## src/sv/lrfs_pkg.sv

```systemverilog
// Shared types, constants and the window byte function for the rectangle fill sequencer.
// No dependencies; every other file of the block imports this package.
`timescale 1ns / 1ps
`default_nettype none

package lrfs_pkg;

    // Payload of one input item.
    typedef struct packed {
        logic        action;
        logic [15:0] x_first;
        logic [15:0] y_first;
        logic [15:0] x_last;
        logic [15:0] y_last;
        logic [15:0] fill_colour;
    } t_in_item;

    // Payload of one result item.
    typedef struct packed {
        logic [7:0] byte_value;
        logic       is_data;
        logic       last;
    } t_out_item;

    // Configuration registers as seen by the sequencer.
    typedef struct packed {
        logic [15:0] screen_width;
        logic [15:0] screen_height;
        logic [7:0]  column_cmd;
        logic [7:0]  row_cmd;
        logic [7:0]  memwrite_cmd;
    } t_cfg;

    typedef enum logic [1:0] {
        ST_IDLE,
        ST_WINDOW,
        ST_PIXELS,
        ST_RESTORE
    } t_state;

    localparam int CFG_INDEX_BITS = 3;
    localparam int CFG_DATA_BITS  = 16;

    localparam logic [CFG_INDEX_BITS-1:0] REG_SCREEN_WIDTH  = 3'd0;
    localparam logic [CFG_INDEX_BITS-1:0] REG_SCREEN_HEIGHT = 3'd1;
    localparam logic [CFG_INDEX_BITS-1:0] REG_COLUMN_CMD    = 3'd2;
    localparam logic [CFG_INDEX_BITS-1:0] REG_ROW_CMD       = 3'd3;
    localparam logic [CFG_INDEX_BITS-1:0] REG_MEMWRITE_CMD  = 3'd4;

    localparam logic [15:0] RST_SCREEN_WIDTH  = 16'd320;
    localparam logic [15:0] RST_SCREEN_HEIGHT = 16'd480;
    localparam logic [7:0]  RST_COLUMN_CMD    = 8'h2A;
    localparam logic [7:0]  RST_ROW_CMD       = 8'h2B;
    localparam logic [7:0]  RST_MEMWRITE_CMD  = 8'h2C;

    localparam logic ACT_START = 1'b0;
    localparam logic ACT_TICK  = 1'b1;

    // Positions within an eleven-byte window command group.
    localparam logic [3:0] HDR_COL_CMD = 4'd0;
    localparam logic [3:0] HDR_X0_HI   = 4'd1;
    localparam logic [3:0] HDR_X0_LO   = 4'd2;
    localparam logic [3:0] HDR_X1_HI   = 4'd3;
    localparam logic [3:0] HDR_X1_LO   = 4'd4;
    localparam logic [3:0] HDR_ROW_CMD = 4'd5;
    localparam logic [3:0] HDR_Y0_HI   = 4'd6;
    localparam logic [3:0] HDR_Y0_LO   = 4'd7;
    localparam logic [3:0] HDR_Y1_HI   = 4'd8;
    localparam logic [3:0] HDR_Y1_LO   = 4'd9;
    localparam logic [3:0] HDR_MEM_CMD = 4'd10;

    // Colour byte order within one pixel.
    localparam logic [1:0] CB_RED   = 2'd0;
    localparam logic [1:0] CB_GREEN = 2'd1;
    localparam logic [1:0] CB_BLUE  = 2'd2;

    // Returns {is_data, byte} for position k of a window command group.
    function automatic logic [8:0] window_byte(
        input logic [3:0]  k,
        input t_cfg        cfg,
        input logic [15:0] x0,
        input logic [15:0] y0,
        input logic [15:0] x1,
        input logic [15:0] y1
    );
        logic [8:0] r;
        case (k)
            HDR_COL_CMD: r = {1'b0, cfg.column_cmd};
            HDR_X0_HI:   r = {1'b1, x0[15:8]};
            HDR_X0_LO:   r = {1'b1, x0[7:0]};
            HDR_X1_HI:   r = {1'b1, x1[15:8]};
            HDR_X1_LO:   r = {1'b1, x1[7:0]};
            HDR_ROW_CMD: r = {1'b0, cfg.row_cmd};
            HDR_Y0_HI:   r = {1'b1, y0[15:8]};
            HDR_Y0_LO:   r = {1'b1, y0[7:0]};
            HDR_Y1_HI:   r = {1'b1, y1[15:8]};
            HDR_Y1_LO:   r = {1'b1, y1[7:0]};
            default:     r = {1'b0, cfg.memwrite_cmd};
        endcase
        return r;
    endfunction

endpackage

`default_nettype wire

```

## src/sv/lrfs_cfg_regs.sv

```systemverilog
// Configuration register file of the rectangle fill sequencer.
// Depends on lrfs_pkg for the register indexes, reset values and the t_cfg struct.
`timescale 1ns / 1ps
`default_nettype none

module lrfs_cfg_regs
    import lrfs_pkg::*;
(
    input  wire logic                      i_clk,
    input  wire logic                      i_rst_n,
    input  wire logic                      i_cfg_we,
    input  wire logic [CFG_INDEX_BITS-1:0] i_cfg_index,
    input  wire logic [CFG_DATA_BITS-1:0]  i_cfg_data,
    output t_cfg                           o_cfg
);

    t_cfg r_cfg;

    always_ff @(posedge i_clk) begin
        if (!i_rst_n) begin
            r_cfg.screen_width  <= RST_SCREEN_WIDTH;
            r_cfg.screen_height <= RST_SCREEN_HEIGHT;
            r_cfg.column_cmd    <= RST_COLUMN_CMD;
            r_cfg.row_cmd       <= RST_ROW_CMD;
            r_cfg.memwrite_cmd  <= RST_MEMWRITE_CMD;
        end else if (i_cfg_we) begin
            case (i_cfg_index)
                REG_SCREEN_WIDTH:  r_cfg.screen_width  <= i_cfg_data;
                REG_SCREEN_HEIGHT: r_cfg.screen_height <= i_cfg_data;
                REG_COLUMN_CMD:    r_cfg.column_cmd    <= i_cfg_data[7:0];
                REG_ROW_CMD:       r_cfg.row_cmd       <= i_cfg_data[7:0];
                REG_MEMWRITE_CMD:  r_cfg.memwrite_cmd  <= i_cfg_data[7:0];
                default: ;
            endcase
        end
    end

    assign o_cfg = r_cfg;

endmodule

`default_nettype wire

```

## src/sv/lrfs_seq.sv

```systemverilog
// Sequencer state machine: holds the fill request and works out the byte for each tick.
// Depends on lrfs_pkg for the item structs, the state enum and window_byte().
`timescale 1ns / 1ps
`default_nettype none

module lrfs_seq
    import lrfs_pkg::*;
#(
    parameter int COORD_BITS = 16
) (
    input  wire logic     i_clk,
    input  wire logic     i_rst_n,
    input  wire t_cfg     i_cfg,
    input  wire logic     i_accept,
    input  wire t_in_item i_item,
    output logic          o_result_valid,
    output t_out_item     o_result
);

    t_state r_state, n_state;
    logic [3:0]            r_hdr, n_hdr;
    logic [COORD_BITS-1:0] r_col, n_col;
    logic [COORD_BITS-1:0] r_row, n_row;
    logic [1:0]            r_cb, n_cb;

    // Request payload, written by every start before it is read.
    logic [COORD_BITS-1:0] r_x0, r_y0, r_x1, r_y1;
    logic [15:0]           r_colour;

    logic                  tick;
    logic                  start;
    logic [COORD_BITS-1:0] span_w, span_h;
    logic [COORD_BITS-1:0] col_inc, row_inc;
    logic [COORD_BITS-1:0] scr_x1, scr_y1;
    logic [8:0]            win_rect, win_full;
    logic                  hdr_done;

    assign tick     = i_accept && (i_item.action == ACT_TICK);
    assign start    = i_accept && (i_item.action == ACT_START) && (r_state == ST_IDLE);
    assign span_w   = r_x1 - r_x0 + COORD_BITS'(1);
    assign span_h   = r_y1 - r_y0 + COORD_BITS'(1);
    assign col_inc  = r_col + COORD_BITS'(1);
    assign row_inc  = r_row + COORD_BITS'(1);
    assign scr_x1   = i_cfg.screen_width[COORD_BITS-1:0] - COORD_BITS'(1);
    assign scr_y1   = i_cfg.screen_height[COORD_BITS-1:0] - COORD_BITS'(1);
    assign hdr_done = (r_hdr == HDR_MEM_CMD);
    assign win_rect = window_byte(r_hdr, i_cfg, 16'(r_x0), 16'(r_y0), 16'(r_x1), 16'(r_y1));
    assign win_full = window_byte(r_hdr, i_cfg, 16'd0, 16'd0, 16'(scr_x1), 16'(scr_y1));

    // Next state.
    always_comb begin
        n_state = r_state;
        case (r_state)
            ST_IDLE: begin
                if (start) n_state = ST_WINDOW;
            end
            ST_WINDOW: begin
                if (tick && hdr_done) begin
                    n_state = (span_w == '0 || span_h == '0) ? ST_RESTORE : ST_PIXELS;
                end
            end
            ST_PIXELS: begin
                if (tick && r_cb == CB_BLUE && col_inc >= span_w && row_inc >= span_h) begin
                    n_state = ST_RESTORE;
                end
            end
            ST_RESTORE: begin
                if (tick && hdr_done) n_state = ST_IDLE;
            end
            default: n_state = ST_IDLE;
        endcase
    end

    // Result byte for the current tick.
    always_comb begin
        o_result_valid      = tick && (r_state != ST_IDLE);
        o_result.byte_value = 8'h00;
        o_result.is_data    = 1'b0;
        o_result.last       = 1'b0;
        case (r_state)
            ST_WINDOW: begin
                o_result.byte_value = win_rect[7:0];
                o_result.is_data    = win_rect[8];
            end
            ST_PIXELS: begin
                o_result.is_data = 1'b1;
                case (r_cb)
                    CB_RED:   o_result.byte_value = {r_colour[15:11], 3'b000};
                    CB_GREEN: o_result.byte_value = {r_colour[10:5], 2'b00};
                    default:  o_result.byte_value = {r_colour[4:0], 3'b000};
                endcase
            end
            ST_RESTORE: begin
                o_result.byte_value = win_full[7:0];
                o_result.is_data    = win_full[8];
                o_result.last       = hdr_done;
            end
            default: o_result_valid = 1'b0;
        endcase
    end

    // Counter updates.
    always_comb begin
        n_hdr = r_hdr;
        n_col = r_col;
        n_row = r_row;
        n_cb  = r_cb;
        if (start) begin
            n_hdr = '0;
            n_col = '0;
            n_row = '0;
            n_cb  = CB_RED;
        end else if (tick) begin
            case (r_state)
                ST_WINDOW, ST_RESTORE: begin
                    n_hdr = hdr_done ? 4'd0 : r_hdr + 4'd1;
                    if (hdr_done) begin
                        n_col = '0;
                        n_row = '0;
                        n_cb  = CB_RED;
                    end
                end
                ST_PIXELS: begin
                    if (r_cb == CB_BLUE) begin
                        n_cb = CB_RED;
                        if (col_inc >= span_w) begin
                            n_col = '0;
                            n_row = (row_inc >= span_h) ? '0 : row_inc;
                            if (row_inc >= span_h) n_hdr = '0;
                        end else begin
                            n_col = col_inc;
                        end
                    end else begin
                        n_cb = r_cb + 2'd1;
                    end
                end
                default: ;
            endcase
        end
    end

    always_ff @(posedge i_clk) begin
        if (!i_rst_n) begin
            r_state <= ST_IDLE;
            r_hdr   <= '0;
            r_col   <= '0;
            r_row   <= '0;
            r_cb    <= CB_RED;
        end else begin
            r_state <= n_state;
            r_hdr   <= n_hdr;
            r_col   <= n_col;
            r_row   <= n_row;
            r_cb    <= n_cb;
        end
    end

    always_ff @(posedge i_clk) begin
        if (start) begin
            r_x0     <= i_item.x_first[COORD_BITS-1:0];
            r_y0     <= i_item.y_first[COORD_BITS-1:0];
            r_x1     <= i_item.x_last[COORD_BITS-1:0];
            r_y1     <= i_item.y_last[COORD_BITS-1:0];
            r_colour <= i_item.fill_colour;
        end
    end

endmodule

`default_nettype wire

```

## src/sv/lcd_rect_fill_byte_sequencer.sv

```systemverilog
// Top level of the rectangle fill byte sequencer: handshakes and the result register.
// Depends on lrfs_pkg, lrfs_cfg_regs and lrfs_seq.
//
//   Channel   Signals                                Direction  Payload
//   input     i_in_valid / o_in_ready / i_in_item    in         t_in_item
//   output    o_out_valid / i_out_ready / o_out_item out        t_out_item
//   config    i_cfg_we / i_cfg_index / i_cfg_data    in         register write
//
// Every accepted tick while busy yields a byte in the next cycle; one item per cycle.
// The only limit on rate is the single result register, which may be refilled in the
// cycle it is drained. A stalled result holds the input side off until it is taken.
// Reset is synchronous and active low; it returns the block to idle with the
// configuration registers at their default values. No clearing pass is needed.
`timescale 1ns / 1ps
`default_nettype none

module lcd_rect_fill_byte_sequencer
    import lrfs_pkg::*;
#(
    parameter int COORD_BITS = 16
) (
    input  wire logic                      i_clk,
    input  wire logic                      i_rst_n,
    input  wire logic                      i_in_valid,
    output logic                           o_in_ready,
    input  wire t_in_item                  i_in_item,
    output logic                           o_out_valid,
    input  wire logic                      i_out_ready,
    output t_out_item                      o_out_item,
    input  wire logic                      i_cfg_we,
    input  wire logic [CFG_INDEX_BITS-1:0] i_cfg_index,
    input  wire logic [CFG_DATA_BITS-1:0]  i_cfg_data
);

    t_cfg      cfg;
    logic      in_accept;
    logic      seq_valid;
    t_out_item seq_result;
    logic      r_out_valid;
    t_out_item r_out_item;

    assign o_in_ready = !r_out_valid || i_out_ready;
    assign in_accept  = i_in_valid && o_in_ready;

    lrfs_cfg_regs u_cfg_regs (
        .i_clk       (i_clk),
        .i_rst_n     (i_rst_n),
        .i_cfg_we    (i_cfg_we),
        .i_cfg_index (i_cfg_index),
        .i_cfg_data  (i_cfg_data),
        .o_cfg       (cfg)
    );

    lrfs_seq #(
        .COORD_BITS (COORD_BITS)
    ) u_seq (
        .i_clk          (i_clk),
        .i_rst_n        (i_rst_n),
        .i_cfg          (cfg),
        .i_accept       (in_accept),
        .i_item         (i_in_item),
        .o_result_valid (seq_valid),
        .o_result       (seq_result)
    );

    always_ff @(posedge i_clk) begin
        if (!i_rst_n) begin
            r_out_valid <= 1'b0;
        end else if (o_in_ready) begin
            r_out_valid <= seq_valid;
        end
    end

    always_ff @(posedge i_clk) begin
        if (seq_valid) begin
            r_out_item <= seq_result;
        end
    end

    assign o_out_valid = r_out_valid;
    assign o_out_item  = r_out_item;

    // A byte produced by an accepted tick is presented in the next cycle.
    a_result_follows: assert property (@(posedge i_clk) disable iff (!i_rst_n)
        seq_valid |=> o_out_valid)
        else $error("produced byte was not presented");

    // The closing byte of a sequence is always a command byte, never data.
    a_last_is_cmd: assert property (@(posedge i_clk) disable iff (!i_rst_n)
        o_out_valid && o_out_item.last |-> !o_out_item.is_data)
        else $error("final byte flagged as data");

    // A pending result that is not taken blocks new items.
    a_no_overwrite: assert property (@(posedge i_clk) disable iff (!i_rst_n)
        o_out_valid && !i_out_ready |-> !in_accept)
        else $error("item accepted over a pending result");

    // A start never yields a byte of its own.
    a_start_silent: assert property (@(posedge i_clk) disable iff (!i_rst_n)
        in_accept && i_in_item.action == ACT_START |-> !seq_valid)
        else $error("start request produced a byte");

endmodule

`default_nettype wire

```

## config.mk

```make
export PLATFORM = sky130hd
export DESIGN_NAME = lcd_rect_fill_byte_sequencer
export DESIGN_NICKNAME = d
export VERILOG_FILES = /design/src/sv/lrfs_pkg.sv /design/src/sv/lrfs_cfg_regs.sv /design/src/sv/lrfs_seq.sv /design/src/sv/lcd_rect_fill_byte_sequencer.sv
export SDC_FILE = /design/constraint.sdc
export NUM_CORES = 1
export LEC_CHECK = 0
export BUFFER_PORTS_ARGS = -buffer_cell sky130_fd_sc_hd__buf_2
export CELL_PAD_IN_SITES_DETAIL_PLACEMENT = 1
export CELL_PAD_IN_SITES_GLOBAL_PLACEMENT = 1
export CORE_ASPECT_RATIO = 1.2
export CORE_UTILIZATION = 42
export CTS_CLUSTER_SIZE = 10
export DETAILED_ROUTE_END_ITERATION = 8
export GPL_ROUTABILITY_DRIVEN = 0
export PLACE_DENSITY_LB_ADDON = 0.1
export SYNTH_ARGS = -nofsm -noshare
export SYNTH_HDL_FRONTEND = slang
export SYNTH_SLANG_ARGS = --single-unit
```

## constraint.sdc

```tcl
create_clock -name i_clk -period 7.61 [get_ports i_clk]
set_input_delay 0.3805 -clock i_clk [delete_from_list [all_inputs] [get_ports i_clk]]
set_output_delay 0.3805 -clock i_clk [all_outputs]
set_load 0.005 [all_outputs]
```

==> impl_results.rst <==
.. list-table::
   :header-rows: 1

   * - Metric
     - Value
   * - Power per cell area
     - 230 nW/µm²
   * - Highest routed layer
     - met4
   * - First-pass GRT wire length
     - 55,000 µm
   * - Vias
     - 9,576
   * - Async S/R FF share, synth
     - 0
   * - Area enclosed by the die boundary
     - 27,800 µm²
   * - Violated checks
     - design-rule violations
   * - Type of the worst setup path
     - flip-flop to flip-flop
   * - TritonCTS clock tree
     - yes
   * - Clock Skews
     - 10.8 ps
   * - Iteration-0 DRC count of the detailed router
     - 503
   * - GRT Residual Overflow
     - 0
   * - Hold buffer count at CTS
     - 0
   * - Setup TNS Final
     - 0 ps
   * - Met1 WL
     - 14,800 µm
   * - Portion of synthesized cell area occupied by the leading cell type
     - 0.237
   * - Amount of wire on met3 after detailed routing
     - 960 µm
   * - Library cell with the largest summed area after synthesis
     - sky130_fd_sc_hd__edfxtp_1
   * - Vertical die dimension
     - 183 µm
   * - X dimension of the die
     - 152 µm
   * - All-layer global routing usage
     - 0.257
   * - Startpoint of the worst setup timing path
     - u_seq.r_x1[1]
   * - Clk slew on worst S/H paths
     - approximately 70 ps
   * - CTS Buf Count
     - 17
   * - Crit path max fanout
     - 20
   * - Clock latency of the later-clocked register in the worst-skew pair
     - between 400 and 500 ps
   * - Post-CTS Setup Inserts
     - 0
   * - 1st-pass router iterations
     - 7
   * - Power, Total
     - about 2.9 mW
   * - Worst Hold Launch
     - i_in_item[9]
   * - Wire length per cell after detailed routing
     - around 21 µm
   * - Hold Vio Cnt, Final
     - 0
   * - Final wirelength
     - 35,300 µm
   * - Starting Density
     - 0.430
   * - Number of warning messages in the yosys log
     - 0
   * - Worst ir drop on vdd
     - between 0.1 and 0.15 mV
   * - Final routed DRC violation total
     - 3
   * - Diode insertion count for antenna repair
     - 0
   * - Kind of end point of the critical path
     - flip-flop
   * - Xor and xnor area share after synthesis
     - 0.0607
   * - Fraction of layout instances using a drive strength above 1
     - 0.128
   * - Detailed route wirelength on metal2
     - 18,600 µm
   * - Synthesized flop and latch total
     - 187
   * - Unrepaired setup endpoints after global routing
     - false
   * - Area share of fa/ha/maj cells after synthesis
     - 0.112
   * - Number of top-level pins
     - between 100 and 150
   * - Data required, critical path
     - 7940 ps
   * - Leakage power summed over all cells
     - 5.25 nW
   * - Worst hold path class
     - input port to flip-flop
   * - Number of antenna violations at the first check in global routing
     - 0
   * - Kind of start point of the critical path
     - flip-flop
   * - Count of antenna-violating nets left after detailed routing
     - 0
   * - Vias in the first global route
     - 9,885
   * - Worst slew margin
     - 0.275
   * - Max Clock Freq
     - roughly 190 MHz
   * - Area of the core region
     - 26,500 µm²
   * - Post-synthesis area per instance
     - 9.15 µm²
   * - Area added between synthesis and finish
     - 12.4%
   * - CTS Buffer Depth
     - 2
   * - Number of H-tree levels
     - 4
   * - Fraction of the yosys area taken by sequential cells
     - 0.407
   * - Post-Synthesis Cells
     - 1,246
   * - Max-slew violation count
     - 0
   * - Number of enable-type register cells in the synthesized netlist
     - 90
   * - Measured slew at the worst slew-check pin
     - 1080 ps
   * - Cell types with the largest area share after synthesis
     - sky130_fd_sc_hd__edfxtp_1, sky130_fd_sc_hd__dfxtp_1, sky130_fd_sc_hd__ha_1, sky130_fd_sc_hd__nand2_1, sky130_fd_sc_hd__xor2_1
   * - Maximum number of pins on one net before global-route repair
     - slightly above 80
   * - Number of input and output port buffers inserted
     - 116
   * - Min Clock Period, post-route
     - 5260 ps
   * - HPWL reported at the end of detailed placement
     - roughly 27,000 µm
   * - Primary flip-flop cell chosen by synthesis mapping
     - sky130_fd_sc_hd__dfxtp_1
   * - Compound-Gate Fraction of Synth Area
     - 0.169
   * - Syn_nets
     - 1,452
   * - Post-cts sizing count
     - 0
   * - Unique masters post-synth
     - 82
   * - Max-cap viol count
     - 0
   * - Startpoint of the lowest-slack register-to-register path
     - u_seq.r_x1[1]
   * - Simple-gate share of the synthesized area
     - 0.196
   * - Worst endpoint data arrival time
     - ~5600 ps
   * - Reg-to-reg slack, setup
     - 2350 ps
   * - Mux contribution to synthesized area
     - 0.0168
   * - Leading cell types by count after synthesis
     - sky130_fd_sc_hd__nand2_1, sky130_fd_sc_hd__nor2_1, sky130_fd_sc_hd__ha_1
   * - Net count of the finished layout
     - between 1,500 and 2,000
   * - Number of rows in the core area
     - 65
   * - Final period utilization
     - 0.692
   * - Largest family of logic cells by synthesized area
     - simple AND/OR/NAND/NOR gates
   * - Number of sinks driven by the clock tree
     - roughly 190
   * - Clock root buffer master
     - sky130_fd_sc_hd__clkbuf_16
   * - Cell area after synthesis
     - 11,400 µm²
   * - Finish-stage setup viols
     - 0
   * - Cell with the most instances after synthesis
     - sky130_fd_sc_hd__nand2_1
   * - Run status
     - complete, but fails checks
   * - Per-cell via count in the routed design
     - 5.67
worst paths after layout:
kind              depth (start not counted)                    to
setup / recovery                         22        u_seq.r_row[7]
hold / removal                            1     u_seq.r_colour[9]
setup reg to reg                         22        u_seq.r_row[7]
hold reg to reg                           2  u_cfg_regs.o_cfg[10]
layer usage:
| metal | track usage | up-vias |
|---|---|---|
| met5 | 0 | - |
| met4 | 0.0877 | 0 |
| met3 | 0.0321 | 48 |
| met2 | 0.491 | 146 |
| met1 | 0.294 | 4706 |
| li1 | - | 4676 |
cell type report:
type	count	area, µm²
Fill cell	3170	13700
Multi-Input combinational cell	955	6340
Sequential cell	187	4640
Timing Repair Buffer	124	641
Clock buffer	18	429
Tap cell	335	419
Inverter	57	214
Clock inverter	14	133
placed cells by master (no fill, tap or decap), types with 6 or more instances in the layout:
| master | synthesis | final |
|---|---|---|
| sky130_fd_sc_hd__nand2_1 | 180 | 180 |
| sky130_fd_sc_hd__buf_2 | 3 | 116 |
| sky130_fd_sc_hd__nor2_1 | 100 | 100 |
| sky130_fd_sc_hd__ha_1 | 99 | 99 |
| sky130_fd_sc_hd__dfxtp_1 | 97 | 97 |
| sky130_fd_sc_hd__edfxtp_1 | 90 | 90 |
| sky130_fd_sc_hd__a21oi_1 | 68 | 68 |
| sky130_fd_sc_hd__inv_1 | 56 | 56 |
| sky130_fd_sc_hd__xor2_1 | 43 | 43 |
| sky130_fd_sc_hd__nand3_1 | 41 | 41 |
| sky130_fd_sc_hd__o21ai_0 | 36 | 36 |
| sky130_fd_sc_hd__xnor2_1 | 36 | 36 |
| sky130_fd_sc_hd__a21boi_0 | 34 | 34 |
| sky130_fd_sc_hd__o21ai_1 | 32 | 32 |
| sky130_fd_sc_hd__a22oi_1 | 21 | 21 |
| sky130_fd_sc_hd__and3_1 | 19 | 19 |
| sky130_fd_sc_hd__nor3_1 | 18 | 18 |
| sky130_fd_sc_hd__mux2i_1 | 18 | 18 |
| sky130_fd_sc_hd__clkbuf_16 | 0 | 17 |
| sky130_fd_sc_hd__nand2b_1 | 16 | 16 |
| sky130_fd_sc_hd__nand3b_1 | 15 | 15 |
| sky130_fd_sc_hd__a21o_1 | 14 | 14 |
| sky130_fd_sc_hd__nor2b_1 | 11 | 11 |
| sky130_fd_sc_hd__a221oi_1 | 11 | 11 |
| sky130_fd_sc_hd__nor3b_1 | 12 | 11 |
| sky130_fd_sc_hd__a211oi_1 | 9 | 9 |
| sky130_fd_sc_hd__o221ai_1 | 8 | 8 |
| sky130_fd_sc_hd__buf_4 | 2 | 8 |
| sky130_fd_sc_hd__and2_1 | 7 | 7 |
| sky130_fd_sc_hd__nor4_1 | 7 | 7 |
| sky130_fd_sc_hd__nand4_1 | 6 | 6 |
| sky130_fd_sc_hd__a21boi_1 | 6 | 6 |
state kept, by name, summed over array words and instances, names as in the netlist, 4 cells and up:
signal,count
u_seq.r_colour,16
u_seq.r_y1,16
o_out_item,10
u_seq.r_x0,16
u_seq.r_hdr,4
u_seq.r_x1,16
u_seq.r_row,16
u_seq.r_y0,16
u_seq.r_col,16
u_cfg_regs.o_cfg,56
per-stage QoR:
stage          setup WS [ps]  instances  instance area (µm²)  utilization  hold WS [ps]
2_1_floorplan           2680       1246                11400            -           441
3_3_place_gp            2340       1658                12300        0.462           452
3_5_place_dp            2260       1658                12300        0.462           461
4_1_cts                 2230       1690                12800        0.483          90.0
5_1_grt                 1860       1690                12800        0.483          85.2
6_report                2350       1690                12800        0.483           101
cell families (layout without fill, tap and decap cells):
kind of cell | after synthesis | in the layout
simple gates | 463 | 463
compound gates | 293 | 293
flops | 187 | 187
buf+inv | 104 | 213
fa+ha+maj | 101 | 101
xor+xnor | 79 | 79
mux | 19 | 19
power by group:
group / switching (mW) / internal (mW) / leakage, nW
clock: 0.442 / 0.433 / 0.273
combinational: 0.547 / 0.331 / 3.35
sequential: 0.0512 / 1.14 / 1.63
total: 1.04 / 1.90 / 5.25
critical path, cell delays in order (launching register included):
cell,delay (ps)
sky130_fd_sc_hd__edfxtp_1,380
sky130_fd_sc_hd__inv_1,70
sky130_fd_sc_hd__ha_1,230
sky130_fd_sc_hd__inv_1,90
sky130_fd_sc_hd__ha_1,200
sky130_fd_sc_hd__inv_1,60
sky130_fd_sc_hd__fa_1,390
sky130_fd_sc_hd__nor2b_1,160
sky130_fd_sc_hd__o31a_1,210
sky130_fd_sc_hd__o21ai_1,100
sky130_fd_sc_hd__nand2b_1,90
sky130_fd_sc_hd__xnor2_1,150
sky130_fd_sc_hd__ha_1,280
sky130_fd_sc_hd__a21o_1,180
sky130_fd_sc_hd__a21o_1,160
sky130_fd_sc_hd__a2111oi_0,710
sky130_fd_sc_hd__o211a_1,280
sky130_fd_sc_hd__o21ai_1,70
sky130_fd_sc_hd__buf_4,220
sky130_fd_sc_hd__nand3_1,400
sky130_fd_sc_hd__nor2_1,360
sky130_fd_sc_hd__a22oi_1,270
sky130_fd_sc_hd__nor2_1,60
Note: power is estimated with default switching activity, not from simulation.
